<file path="src/rtl/frame_rate_window_meter_macros.svh">
// Assertion macros shared by the frame rate window meter RTL.
// Depends on nothing; every user must have clock aclk and active-low reset aresetn.
`ifndef FRAME_RATE_WINDOW_METER_MACROS_SVH
`define FRAME_RATE_WINDOW_METER_MACROS_SVH

// The consequent must hold in the same cycle as the antecedent.
`define FRWM_ASSERT_IMP(label, ante, cons, msg) \
    label: assert property (@(posedge aclk) disable iff (!aresetn) (ante) |-> (cons)) \
        else $error(msg);

// The consequent must hold in the cycle after the antecedent.
`define FRWM_ASSERT_NXT(label, ante, cons, msg) \
    label: assert property (@(posedge aclk) disable iff (!aresetn) (ante) |=> (cons)) \
        else $error(msg);

// The condition must never be seen.
`define FRWM_ASSERT_NEVER(label, bad, msg) \
    label: assert property (@(posedge aclk) disable iff (!aresetn) !(bad)) \
        else $error(msg);

`endif

</file>
<file path="src/rtl/frwm_pkg.sv">
// Package of the frame rate window meter: command type and fixed constants.
// Depends on nothing; used by every module of the block.
`timescale 1ns / 1ps

package frwm_pkg;

    // Widths that cover the largest supported ring of 64 slots.
    localparam int SLOT_MAX_W = 6;
    localparam int CNT_MAX_W  = 7;

    localparam logic [15:0] COUNT_MAX           = 16'hFFFF;
    localparam logic [15:0] DEFAULT_INTERVAL_MS = 16'd1000;

    // One classified frame, passed from the front end to the back end.
    typedef struct packed {
        logic                  adv;   // frame closes the current interval
        logic [SLOT_MAX_W-1:0] slot;  // slot that was current before this frame
        logic [CNT_MAX_W-1:0]  n;     // number of slots to average when adv is set
    } cmd_t;

endpackage

</file>
<file path="src/rtl/frwm_front.sv">
// Front end of the frame rate window meter: accepts frames, tracks intervals.
// Depends on frwm_pkg; feeds frwm_queue.
`timescale 1ns / 1ps

module frwm_front #(
    parameter int WINDOW_SLOTS = 8
) (
    input  logic                aclk,
    input  logic                aresetn,
    input  logic                s_tvalid,
    output logic                s_tready,
    input  logic [31:0]         s_tdata,
    input  logic                cfg_valid,
    output logic                cfg_ready,
    input  logic [15:0]         cfg_data,
    output logic                push,
    output frwm_pkg::cmd_t      cmd,
    input  logic                q_full
);
    import frwm_pkg::*;

    localparam int SLOT_W = (WINDOW_SLOTS > 1) ? $clog2(WINDOW_SLOTS) : 1;

    logic [15:0]       interval_reg, interval_next;
    logic [31:0]       start_reg, start_next;
    logic [SLOT_W-1:0] slot_reg, slot_next;
    logic              full_reg, full_next;

    logic [31:0]       start_eff;
    logic [31:0]       elapsed;
    logic              adv;
    logic [SLOT_W-1:0] slot_inc;
    logic              full_inc;

    assign s_tready  = !q_full;
    assign cfg_ready = 1'b1;
    assign push      = s_tvalid && s_tready;

    always_comb begin
        // A start time of zero means the meter has not started yet.
        start_eff = (start_reg == 32'd0) ? s_tdata : start_reg;
        elapsed   = s_tdata - start_eff;
        adv       = (elapsed >= {16'd0, interval_reg});
        slot_inc  = (slot_reg == SLOT_W'(WINDOW_SLOTS - 1)) ? '0
                                                            : SLOT_W'(slot_reg + 1'b1);
        full_inc  = full_reg | (slot_inc == '0);

        interval_next = interval_reg;
        start_next    = start_reg;
        slot_next     = slot_reg;
        full_next     = full_reg;

        if (cfg_valid && cfg_ready) begin
            interval_next = cfg_data;
        end
        if (push) begin
            if (adv) begin
                slot_next  = slot_inc;
                start_next = s_tdata;
                full_next  = full_inc;
            end else begin
                start_next = start_eff;
            end
        end

        cmd.adv  = adv;
        cmd.slot = SLOT_MAX_W'(slot_reg);
        cmd.n    = full_inc ? CNT_MAX_W'(WINDOW_SLOTS) : CNT_MAX_W'(slot_inc);
    end

    always_ff @(posedge aclk) begin
        if (!aresetn) begin
            interval_reg <= DEFAULT_INTERVAL_MS;
            start_reg    <= 32'd0;
            slot_reg     <= '0;
            full_reg     <= 1'b0;
        end else begin
            interval_reg <= interval_next;
            start_reg    <= start_next;
            slot_reg     <= slot_next;
            full_reg     <= full_next;
        end
    end

endmodule

</file>
<file path="src/rtl/frwm_queue.sv">
// Two-entry command queue between the front end and the back end.
// Depends on frwm_pkg for the command type.
`timescale 1ns / 1ps

module frwm_queue (
    input  logic           aclk,
    input  logic           aresetn,
    input  logic           push,
    input  frwm_pkg::cmd_t din,
    output logic           full,
    input  logic           pop,
    output frwm_pkg::cmd_t dout,
    output logic           empty
);
    import frwm_pkg::*;

    cmd_t       entry_reg [2];
    logic       wr_ptr_reg, wr_ptr_next;
    logic       rd_ptr_reg, rd_ptr_next;
    logic [1:0] cnt_reg, cnt_next;

    assign full  = (cnt_reg == 2'd2);
    assign empty = (cnt_reg == 2'd0);
    assign dout  = entry_reg[rd_ptr_reg];

    always_comb begin
        wr_ptr_next = wr_ptr_reg;
        rd_ptr_next = rd_ptr_reg;
        cnt_next    = cnt_reg;
        if (push) begin
            wr_ptr_next = !wr_ptr_reg;
        end
        if (pop) begin
            rd_ptr_next = !rd_ptr_reg;
        end
        if (push && !pop) begin
            cnt_next = cnt_reg + 2'd1;
        end else if (pop && !push) begin
            cnt_next = cnt_reg - 2'd1;
        end
    end

    always_ff @(posedge aclk) begin
        if (push) begin
            entry_reg[wr_ptr_reg] <= din;
        end
    end

    always_ff @(posedge aclk) begin
        if (!aresetn) begin
            wr_ptr_reg <= 1'b0;
            rd_ptr_reg <= 1'b0;
            cnt_reg    <= 2'd0;
        end else begin
            wr_ptr_reg <= wr_ptr_next;
            rd_ptr_reg <= rd_ptr_next;
            cnt_reg    <= cnt_next;
        end
    end

endmodule

</file>
<file path="src/rtl/frwm_back.sv">
// Back end of the frame rate window meter: slot counters, averaging and output.
// Depends on frwm_pkg and frame_rate_window_meter_macros.svh; fed by frwm_queue.
`timescale 1ns / 1ps

`include "frame_rate_window_meter_macros.svh"

module frwm_back #(
    parameter int WINDOW_SLOTS = 8
) (
    input  logic           aclk,
    input  logic           aresetn,
    input  logic           q_empty,
    input  frwm_pkg::cmd_t q_dout,
    output logic           pop,
    output logic           m_tvalid,
    input  logic           m_tready,
    output logic [15:0]    m_tdata,
    output logic           m_tuser
);
    import frwm_pkg::*;

    localparam int SLOT_W = (WINDOW_SLOTS > 1) ? $clog2(WINDOW_SLOTS) : 1;
    localparam int CNT_W  = $clog2(WINDOW_SLOTS + 1);
    localparam int SUM_W  = 16 + CNT_W;
    localparam int DCNT_W = $clog2(SUM_W + 1);

    localparam logic [1:0] ST_IDLE = 2'd0;
    localparam logic [1:0] ST_SUM  = 2'd1;
    localparam logic [1:0] ST_DIV  = 2'd2;

    logic [1:0]        state_reg, state_next;
    logic [15:0]       cur_cnt_reg, cur_cnt_next;
    logic [15:0]       avg_reg, avg_next;
    logic [CNT_W-1:0]  n_reg, n_next;
    logic [CNT_W-1:0]  iss_reg, iss_next;
    logic              pend_reg, pend_next;
    logic [SUM_W-1:0]  sum_reg, sum_next;
    logic [CNT_W-1:0]  rem_reg, rem_next;
    logic [DCNT_W-1:0] div_cnt_reg, div_cnt_next;
    logic              out_valid_reg, out_valid_next;
    logic [15:0]       out_data_reg, out_data_next;
    logic              out_upd_reg, out_upd_next;

    // Closed slot counts; the open slot lives in cur_cnt_reg.
    logic [15:0]       mem [WINDOW_SLOTS];
    logic [15:0]       rd_data_reg;
    logic              wr_en;
    logic [SLOT_W-1:0] wr_addr;
    logic              rd_en;
    logic [SLOT_W-1:0] rd_addr;

    logic [CNT_W:0]    rem_sh;
    logic              ge;

    assign pop      = (state_reg == ST_IDLE) && !q_empty && !out_valid_reg;
    assign m_tvalid = out_valid_reg;
    assign m_tdata  = out_data_reg;
    assign m_tuser  = out_upd_reg;

    always_comb begin
        state_next     = state_reg;
        cur_cnt_next   = cur_cnt_reg;
        avg_next       = avg_reg;
        n_next         = n_reg;
        iss_next       = iss_reg;
        pend_next      = 1'b0;
        sum_next       = sum_reg;
        rem_next       = rem_reg;
        div_cnt_next   = div_cnt_reg;
        out_valid_next = out_valid_reg;
        out_data_next  = out_data_reg;
        out_upd_next   = out_upd_reg;
        wr_en          = 1'b0;
        wr_addr        = q_dout.slot[SLOT_W-1:0];
        rd_en          = 1'b0;
        rd_addr        = iss_reg[SLOT_W-1:0];
        rem_sh         = {rem_reg, sum_reg[SUM_W-1]};
        ge             = (rem_sh >= {1'b0, n_reg});

        if (out_valid_reg && m_tready) begin
            out_valid_next = 1'b0;
        end

        case (state_reg)
            ST_IDLE: begin
                if (pop) begin
                    if (q_dout.adv) begin
                        // Close the open slot, then start the new one with this frame.
                        wr_en        = 1'b1;
                        cur_cnt_next = 16'd1;
                        n_next       = q_dout.n[CNT_W-1:0];
                        iss_next     = '0;
                        sum_next     = '0;
                        state_next   = ST_SUM;
                    end else begin
                        if (cur_cnt_reg != COUNT_MAX) begin
                            cur_cnt_next = cur_cnt_reg + 16'd1;
                        end
                        out_valid_next = 1'b1;
                        out_data_next  = avg_reg;
                        out_upd_next   = 1'b0;
                    end
                end
            end
            ST_SUM: begin
                // One read issued per cycle; its data is added in the cycle after.
                if (iss_reg < n_reg) begin
                    rd_en     = 1'b1;
                    iss_next  = iss_reg + 1'b1;
                    pend_next = 1'b1;
                end
                if (pend_reg) begin
                    sum_next = sum_reg + SUM_W'(rd_data_reg);
                end
                if (!(iss_reg < n_reg) && !pend_reg) begin
                    rem_next     = '0;
                    div_cnt_next = '0;
                    state_next   = ST_DIV;
                end
            end
            ST_DIV: begin
                // Restoring division, one quotient bit per cycle.
                rem_next     = ge ? CNT_W'(rem_sh - {1'b0, n_reg}) : rem_sh[CNT_W-1:0];
                sum_next     = {sum_reg[SUM_W-2:0], ge};
                div_cnt_next = div_cnt_reg + 1'b1;
                if (div_cnt_reg == DCNT_W'(SUM_W - 1)) begin
                    avg_next       = (n_reg == '0) ? 16'd0 : sum_next[15:0];
                    out_valid_next = 1'b1;
                    out_data_next  = avg_next;
                    out_upd_next   = 1'b1;
                    state_next     = ST_IDLE;
                end
            end
            default: begin
                state_next = ST_IDLE;
            end
        endcase
    end

    always_ff @(posedge aclk) begin
        if (wr_en) begin
            mem[wr_addr] <= cur_cnt_reg;
        end
        if (rd_en) begin
            rd_data_reg <= mem[rd_addr];
        end
    end

    always_ff @(posedge aclk) begin
        n_reg        <= n_next;
        iss_reg      <= iss_next;
        sum_reg      <= sum_next;
        rem_reg      <= rem_next;
        div_cnt_reg  <= div_cnt_next;
        out_data_reg <= out_data_next;
        out_upd_reg  <= out_upd_next;
    end

    always_ff @(posedge aclk) begin
        if (!aresetn) begin
            state_reg     <= ST_IDLE;
            cur_cnt_reg   <= 16'd0;
            avg_reg       <= 16'd0;
            pend_reg      <= 1'b0;
            out_valid_reg <= 1'b0;
        end else begin
            state_reg     <= state_next;
            cur_cnt_reg   <= cur_cnt_next;
            avg_reg       <= avg_next;
            pend_reg      <= pend_next;
            out_valid_reg <= out_valid_next;
        end
    end

    `FRWM_ASSERT_IMP(a_adv_has_slots, pop && q_dout.adv, q_dout.n[CNT_W-1:0] != '0, "advance with no slot to average")
    `FRWM_ASSERT_NEVER(a_busy_no_result, (state_reg != ST_IDLE) && out_valid_reg, "result pending while averaging")
    `FRWM_ASSERT_IMP(a_rem_below_div, state_reg == ST_DIV, rem_reg < n_reg, "division remainder out of range")
    `FRWM_ASSERT_NXT(a_plain_frame_result, pop && !q_dout.adv, out_valid_reg && !out_upd_reg, "plain frame gave no result")

endmodule

</file>
<file path="src/rtl/frame_rate_window_meter.sv">
// Top level of the frame rate window meter: front end, command queue, back end.
// Depends on frwm_pkg, frwm_front, frwm_queue and frwm_back.
`timescale 1ns / 1ps

//  Channel   Direction  Payload (lowest bit first)              Handshake
//  s_*       in         tdata[31:0] timestamp_ms                tvalid/tready
//  m_*       out        tdata[15:0] rate_value, tuser rate_updated  tvalid/tready
//  cfg_*     in         cfg_data[15:0] interval_ms              cfg_valid/cfg_ready
//
//  The back end takes one frame at a time and no further frame while a result waits on m_*.
//  A frame inside the current interval gives the held rate as a registered result. A frame
//  that closes an interval stores the open slot count and sums the n averaged slots, one
//  memory read per slot, then divides the sum by n, one divider bit per cycle.
//  Reset is synchronous on aresetn low; interval_ms returns to 1000, the open slot count and the held rate to 0.
//  The two-entry queue lets the input keep taking frames while the output is stalled, until it is full.

module frame_rate_window_meter #(
    parameter int WINDOW_SLOTS = 8
) (
    input  logic        aclk,
    input  logic        aresetn,
    input  logic        s_tvalid,
    output logic        s_tready,
    input  logic [31:0] s_tdata,   // [31:0] timestamp_ms
    output logic        m_tvalid,
    input  logic        m_tready,
    output logic [15:0] m_tdata,   // [15:0] rate_value
    output logic        m_tuser,   // [0] rate_updated
    input  logic        cfg_valid,
    output logic        cfg_ready,
    input  logic [15:0] cfg_data
);
    import frwm_pkg::*;

    // Commands flow front -> queue -> back; each side stalls on its own.
    cmd_t push_cmd;
    cmd_t pop_cmd;
    logic push;
    logic pop;
    logic q_full;
    logic q_empty;

    // The front end owns the interval timing: slot index, interval start and the
    // wrap flag. It classifies each frame transaction as closing an interval or
    // not, and works out how many slots the new average covers.
    frwm_front #(
        .WINDOW_SLOTS (WINDOW_SLOTS)
    ) u_front (
        .aclk      (aclk),
        .aresetn   (aresetn),
        .s_tvalid  (s_tvalid),
        .s_tready  (s_tready),
        .s_tdata   (s_tdata),
        .cfg_valid (cfg_valid),
        .cfg_ready (cfg_ready),
        .cfg_data  (cfg_data),
        .push      (push),
        .cmd       (push_cmd),
        .q_full    (q_full)
    );

    frwm_queue u_queue (
        .aclk    (aclk),
        .aresetn (aresetn),
        .push    (push),
        .din     (push_cmd),
        .full    (q_full),
        .pop     (pop),
        .dout    (pop_cmd),
        .empty   (q_empty)
    );

    // The back end owns the frame counts. The open slot is a register; closed
    // slots sit in a small memory that is summed one entry per cycle and then
    // divided serially. It produces one result transaction per frame.
    frwm_back #(
        .WINDOW_SLOTS (WINDOW_SLOTS)
    ) u_back (
        .aclk     (aclk),
        .aresetn  (aresetn),
        .q_empty  (q_empty),
        .q_dout   (pop_cmd),
        .pop      (pop),
        .m_tvalid (m_tvalid),
        .m_tready (m_tready),
        .m_tdata  (m_tdata),
        .m_tuser  (m_tuser)
    );

endmodule

</file>
<file path="config.mk">
export PLATFORM = sky130hd
export DESIGN_NAME = frame_rate_window_meter
export DESIGN_NICKNAME = d
export VERILOG_FILES = /design/src/rtl/frwm_pkg.sv /design/src/rtl/frwm_front.sv /design/src/rtl/frwm_queue.sv /design/src/rtl/frwm_back.sv /design/src/rtl/frame_rate_window_meter.sv
export VERILOG_INCLUDE_DIRS = /design/src /design/src/rtl
export SDC_FILE = /design/constraint.sdc
export NUM_CORES = 1
export LEC_CHECK = 0
export BUFFER_PORTS_ARGS = -buffer_cell sky130_fd_sc_hd__clkbuf_2
export CORE_AREA = 10 10 244 246
export DETAILED_ROUTE_END_ITERATION = 8
export DIE_AREA = 0 0 254 256
export SLEW_MARGIN = 20
export SYNTH_ARGS = -nofsm -noshare
export SYNTH_HDL_FRONTEND = slang
export SYNTH_SLANG_ARGS = --single-unit
</file>
<file path="constraint.sdc">
create_clock -name aclk -period 7.5 [get_ports aclk]
set_input_delay 2.25 -clock aclk [delete_from_list [all_inputs] [get_ports aclk]]
set_output_delay 2.25 -clock aclk [all_outputs]
set_load 0.02 [all_outputs]
</file>
# Word-level counts from Yosys, hierarchy flattened
# Memory sizes are Yosys's and may differ from the RTL's. A register that Yosys moved wholly into a read port is not among the register bits.
# Cells that the tools add are included.
[word_totals]
regBits = 146
ramBits = 144
inputBits = 53
elab_cells = 134
memories = 2
[memory_table]
columns = ["memory", "depth", "word_bits", "read_ports", "rd_clocked_by_memory_dff", "write_ports", "line", "source"]
rows = [
  ["u_back.mem", 8, 16, 1, 1, 1, "frwm_back.sv:45", "logic [15:0] mem [WINDOW_SLOTS];"],
  ["u_queue.entry_reg", 2, 8, 1, 1, 1, "frwm_queue.sv:17", "cmd_t entry_reg [2];"],
]
[classes]
add_sub_neg = 9
magnitude_cmp = 3
n_eq_ne = 13
muxes = 51
bitwise = 1
reduce_logical = 36
[ops]
columns = ["operator", "count"]
rows = [
  ["16-bit two-way mux", 6],
  ["32-bit two-way mux", 2],
  ["20-bit two-way mux", 3],
  ["20-bit case mux with 3 select lines", 1],
  ["32-bit by 16-bit greater-or-equal comparator with 1-bit output", 1],
  ["32-bit zero test", 1],
  ["16-bit case mux with 2 select lines", 1],
  ["32-bit subtractor", 1],
  ["4-bit two-way mux", 6],
  ["20-bit by 16-bit adder with 20-bit output", 1],
  ["1-bit two-way mux", 18],
  ["16-bit by 1-bit adder with 16-bit output (second input constant)", 1],
  ["16-bit != test (second input constant)", 1],
  ["4-bit case mux with 2 select lines", 2],
  ["4-bit AND reduction", 4],
  ["2-bit two-way mux", 6],
  ["5-bit case mux with 2 select lines", 1],
  ["2-bit nonzero test", 5],
  ["1-bit zero test", 9],
  ["2-bit by 1-bit != test with 1-bit output (second input constant)", 4],
  ["1-bit logical AND", 7],
  ["2-bit != test (second input constant)", 3],
  ["2-bit case mux with 3 select lines", 1],
  ["2-bit AND reduction", 3],
  ["21 further kinds", 25],
]

# Depth between registers and ports, before layout
[logic_depth]
depth_word = 8
mapped_depth = 33

# Hierarchy
# From an unflattened synthesis, not the netlist that was laid out.
[hier_totals]
cells_unflattened = 1520
area_unflattened_um2 = 16834.9
[modules_own_cells]
columns = ["mod", "n_inst", "cells_per_inst", "area_per_inst_um2"]
rows = [
  ["frwm_back", 1, 759, 10486.3],
  ["frwm_front", 1, 696, 5123.7],
  ["frwm_queue", 1, 65, 1224.9],
]

# Worst setup path before layout
# No wires, ideal clock.
[synth_path]
kind = "input to register"
from = "in s_tdata[0]"
to = "reg u_front.start_reg[25]"
t_arrival_ns = 7.711
setup_slack_ns = -0.329
cell_stages = 26
path_buffers = 5
path_cell_list = "a21o_1 ha_1 clkbuf_1 inv_1 ha_1 clkbuf_1 nor2_1 o41ai_1 nor2_1 xnor2_1 ha_1 a21oi_1 nand2_1 o2bb2ai_1 nor4b_1 o2111ai_1 a211o_1 or4_1 a2111oi_0 nand4_1 or4_1 buf_2 o21a_1 buf_6 buf_6 a32o_1"
[synth_lines]
columns = ["element", "line", "source"]
rows = [
  ["start, declared", "frame_rate_window_meter.sv:24", "input logic [31:0] s_tdata,"],
  ["end signal, assigned", "frwm_front.sv:79", "start_reg <= start_next;"],
  ["end, declared", "frwm_front.sv:25", "logic [31:0] start_reg, start_next;"],
]

# Worst setup path in the final report
[layout_path]
from = "in s_tdata[0]"
to = "reg u_front.slot_reg[0]"
[layout_via]
elab_chain_len = 4
[layout_rtl]
columns = ["element", "line", "source"]
rows = [
  ["32-bit two-way mux", "frwm_front.sv:41", "start_eff = (start_reg == 32'd0) ? s_tdata : start_reg;"],
  ["32-bit subtractor (*)", "frwm_front.sv:42", "elapsed = s_tdata - start_eff;"],
  ["32-bit by 16-bit greater-or-equal comparator with 1-bit output (*)", "frwm_front.sv:43", "adv = (elapsed >= {16'd0, interval_reg});"],
  ["2-bit AND reduction (no line) (*)", "n/a", ""],
  ["end signal, assigned", "frwm_front.sv:80", "slot_reg <= slot_next;"],
  ["end, declared", "frwm_front.sv:26", "logic [SLOT_W-1:0] slot_reg, slot_next;"],
]
# Mark *: on every way between the ends. The rest lies on a longest branch, timed or not.
# A chain may end at the register's enable or synchronous reset.

==> flow_summary.json <==
{
  "status": "finished, final reports clean",
  "dp_hpwl_um": 26700,
  "syn_inst": 1479,
  "drt_wl_total_um": 38100,
  "largest_reg_flops": 128,
  "tritoncts": "built",
  "grt_overflow": 0,
  "start_kind": "input pin",
  "finalNonFillerCells": 2297,
  "drt_first_pass_iters": 5,
  "leakagePower_nw": 6.82,
  "vias": 11585,
  "postSynth.asyncResetShare_pct": 0,
  "mostFrequentLayoutCells": "edfxtp_1 (214), nand2_1 (121), a21oi_1 (95)",
  "io_buffers": 71,
  "ys_warn_count": 0,
  "syn_avg_cell_area_sq_um": 11.0,
  "fin_ws_ps": 498,
  "max-clock-path-buffers": 3,
  "clock_latency_ps": 550,
  "finalSetupViolations": 0,
  "start_util_pct": 29.7,
  "rows": 86,
  "syn2layout_area_growth_pct": 16.1,
  "startpoint": "s_tdata[0]",
  "post-route-period-util_pct": 93.4,
  "crit_required_ps": 7890,
  "gp_congestion": 0.907,
  "crit_end": "u_front.slot_reg[0]$_SDFFE_PN0P_",
  "ys_types": 77,
  "grt_pass1_vias": 11558,
  "hp-class": "flop to flop",
  "drv_slew": 0,
  "clk_pin_slew_ps": 60,
  "die_width_um": 254,
  "drc_errors": 0,
  "synth_flop_cell": "edfxtp_1",
  "cp.arrival_ps": 7390,
  "fmax_mhz": 143,
  "max_slew_margin_pct": 27.8,
  "skew_ps": 17.1,
  "path_max_fanout": 6,
  "reg2reg_to": "u_front.slot_reg[0]$_SDFFE_PN0P_",
  "worstMarginPinSlew_ps": 1080,
  "maxCapViolations": 0,
  "synth_top_cell_by_area": "edfxtp_1",
  "antenna_found_initial": 1,
  "cts_root_buf": "clkbuf_16",
  "power.total_mw": 6.33,
  "clock-sinks": 307,
  "cts_buffers": 35,
  "core-area_sq_um": 54700,
  "die-area_sq_um": 65000,
  "ant_nets": 0,
  "viasPerCell": 5.04,
  "final_common_cell": "edfxtp_1",
  "synth-seq-cells": 307,
  "period_needed_ps": 7000,
  "power.density_nw_per_um2": 336,
  "grt_usage_pct": 11.6,
  "die_h_um": 256,
  "hold_violations": 0,
  "wire_per_inst_um": 16.6,
  "yosys-top-cells-area": "edfxtp_1 (40%), dfxtp_1 (11%), ha_1 (5.5%)",
  "ff_latch_area_sq_um": 8290,
  "dpl.cell_count": 2234,
  "rrSetupSlack_ps": 770,
  "worst_ir_drop_vdd_mv": 0.191,
  "grt_pass1_wl_um": 61700,
  "synth-edff-count": 214,
  "dp_slack_ps": -158,
  "crit_path_end_kind": "flop",
  "synth_fp_nets": 1605,
  "n_antenna_cell": 0,
  "syn_area_sq_um": 16200,
  "reg2reg_from": "u_front.start_reg[26]$_SDFFE_PN0P_",
  "ioPinCount": 73,
  "drive_gt1_share_pct": 16.5,
  "htreeDepth": 2,
  "fillers": 5405,
  "grt_max_degree": 69,
  "rsz0062_at_grt": "no",
  "fin_nets": 1694,
  "drtIter0Drc": 779,
  "yosysTopAreaCellShare_pct": 39.6,
  "multiInputGateArea_sq_um": 7460,
  "ys_seq_area_share_pct": 51.0,
  "worstRegToRegCells": 25,
  "path_class": "input pin to flop"
}
[synth_stat cells, types with 8 or more instances]
cell,number
a32o_1,17
nor2b_1,40
xnor2_1,36
o211ai_1,18
buf_1,9
or2_2,8
clkbuf_1,57
o21a_1,13
and2_1,19
dfxtp_1,93
a22oi_1,15
ha_1,71
or3_1,9
mux2i_1,36
a21o_1,22
mux2_2,23
nor3_1,27
nor4_1,19
a211oi_1,11
a21oi_1,96
nand3_1,64
nor2_1,87
inv_1,67
mux4_2,32
o21bai_1,8
nand4_1,14
nand2b_1,27
edfxtp_1,214
nand2_1,121
o21ai_0,62
a31oi_1,13
xor2_1,26
[metrics by stage]
stage          instance area, sq um  hold slack (ps)  TNS, ps  util, %
3_5_place_dp                  17600              447    -2890     32.3
3_3_place_gp                  17600              441    -1410     32.3
5_1_grt                       18900              472        0     34.5
2_1_floorplan                 16300              436        0        -
4_1_cts                       18800              455        0     34.4
6_report                      18900              452        0     34.5
[kinds of logic after synthesis]
kind of cell	Yosys count	share of synthesized area, %
other cells	1	0.0231
buf+inv	143	3.57
mux	91	8.25
compound gates	339	13.9
flops	307	51.0
fa+ha+maj	75	5.84
xor+xnor	62	3.34
simple gates	461	14.1
[layout make-up]
| cell class | count | area share [%] |
|---|---|---|
| Multi-Input combinational cell | 1029 | 39.6 |
| Clock inverter | 13 | 1.10 |
| Tap cell | 704 | 4.67 |
| Timing Repair Buffer | 128 | 4.29 |
| Inverter | 67 | 1.33 |
| Clock buffer | 49 | 5.08 |
| Sequential cell | 307 | 44.0 |
[routing by layer]
metal,up-vias,track usage (%),share of wire [%]
met5,-,0,0.034
met4,2,3.83,2.3
met3,65,2.26,4.8
met2,235,19.7,48
met1,5578,14.6,45
li1,5705,-,-
[worst max-delay path: stages]
cell and delay, ps:
clkbuf_2 100, a21o_1 150, ha_1 200, buf_4 140
inv_1 60, ha_2 230, nor2_1 90, o41ai_2 410
nor2_2 80, xnor2_1 140, ha_1 320, a21oi_1 170
nand2_1 90, a221oi_1 260, or3b_2 470, nor4_1 220
o311ai_0 220, a221o_1 320, or4b_2 630, nor4_1 360
a21o_1 280, or3_1 140, a21oi_1 60
[timing repair]
action                                 4_1_cts  5_1_grt
setup endpoints to repair                    0       27
setup buffers                                0        1
resized for setup                            0        7
hold buffers                                 0        0
endpoints found under the hold margin        0        0
[power breakdown]
group	switching [mW]	internal, mW	leakage [nW]
registers	0.211	2.17	2.79
logic	1.24	0.977	3.47
clock network	0.694	1.04	0.558
total	2.15	4.19	6.82
[worst min path at each step]
| stage | startpoint | to | slack (ps) | cells past startpoint |
|---|---|---|---|---|
| after global placement | u_back.avg_reg[4]$_SDFFE_PN0P_ | u_back.avg_reg[4]$_SDFFE_PN0P_ | 440 | 2 |
| after detailed placement | u_back.avg_reg[2]$_SDFFE_PN0P_ | u_back.avg_reg[2]$_SDFFE_PN0P_ | 450 | 2 |
| after floorplan | u_back.avg_reg[0]$_SDFFE_PN0P_ | u_back.avg_reg[0]$_SDFFE_PN0P_ | 440 | 2 |
| after global routing | u_back.avg_reg[7]$_SDFFE_PN0P_ | u_back.avg_reg[7]$_SDFFE_PN0P_ | 470 | 2 |
| final | u_back.avg_reg[0]$_SDFFE_PN0P_ | u_back.avg_reg[0]$_SDFFE_PN0P_ | 450 | 2 |
| after CTS | u_back.avg_reg[2]$_SDFFE_PN0P_ | u_back.avg_reg[2]$_SDFFE_PN0P_ | 450 | 2 |
(Power assumes the default switching activity.)
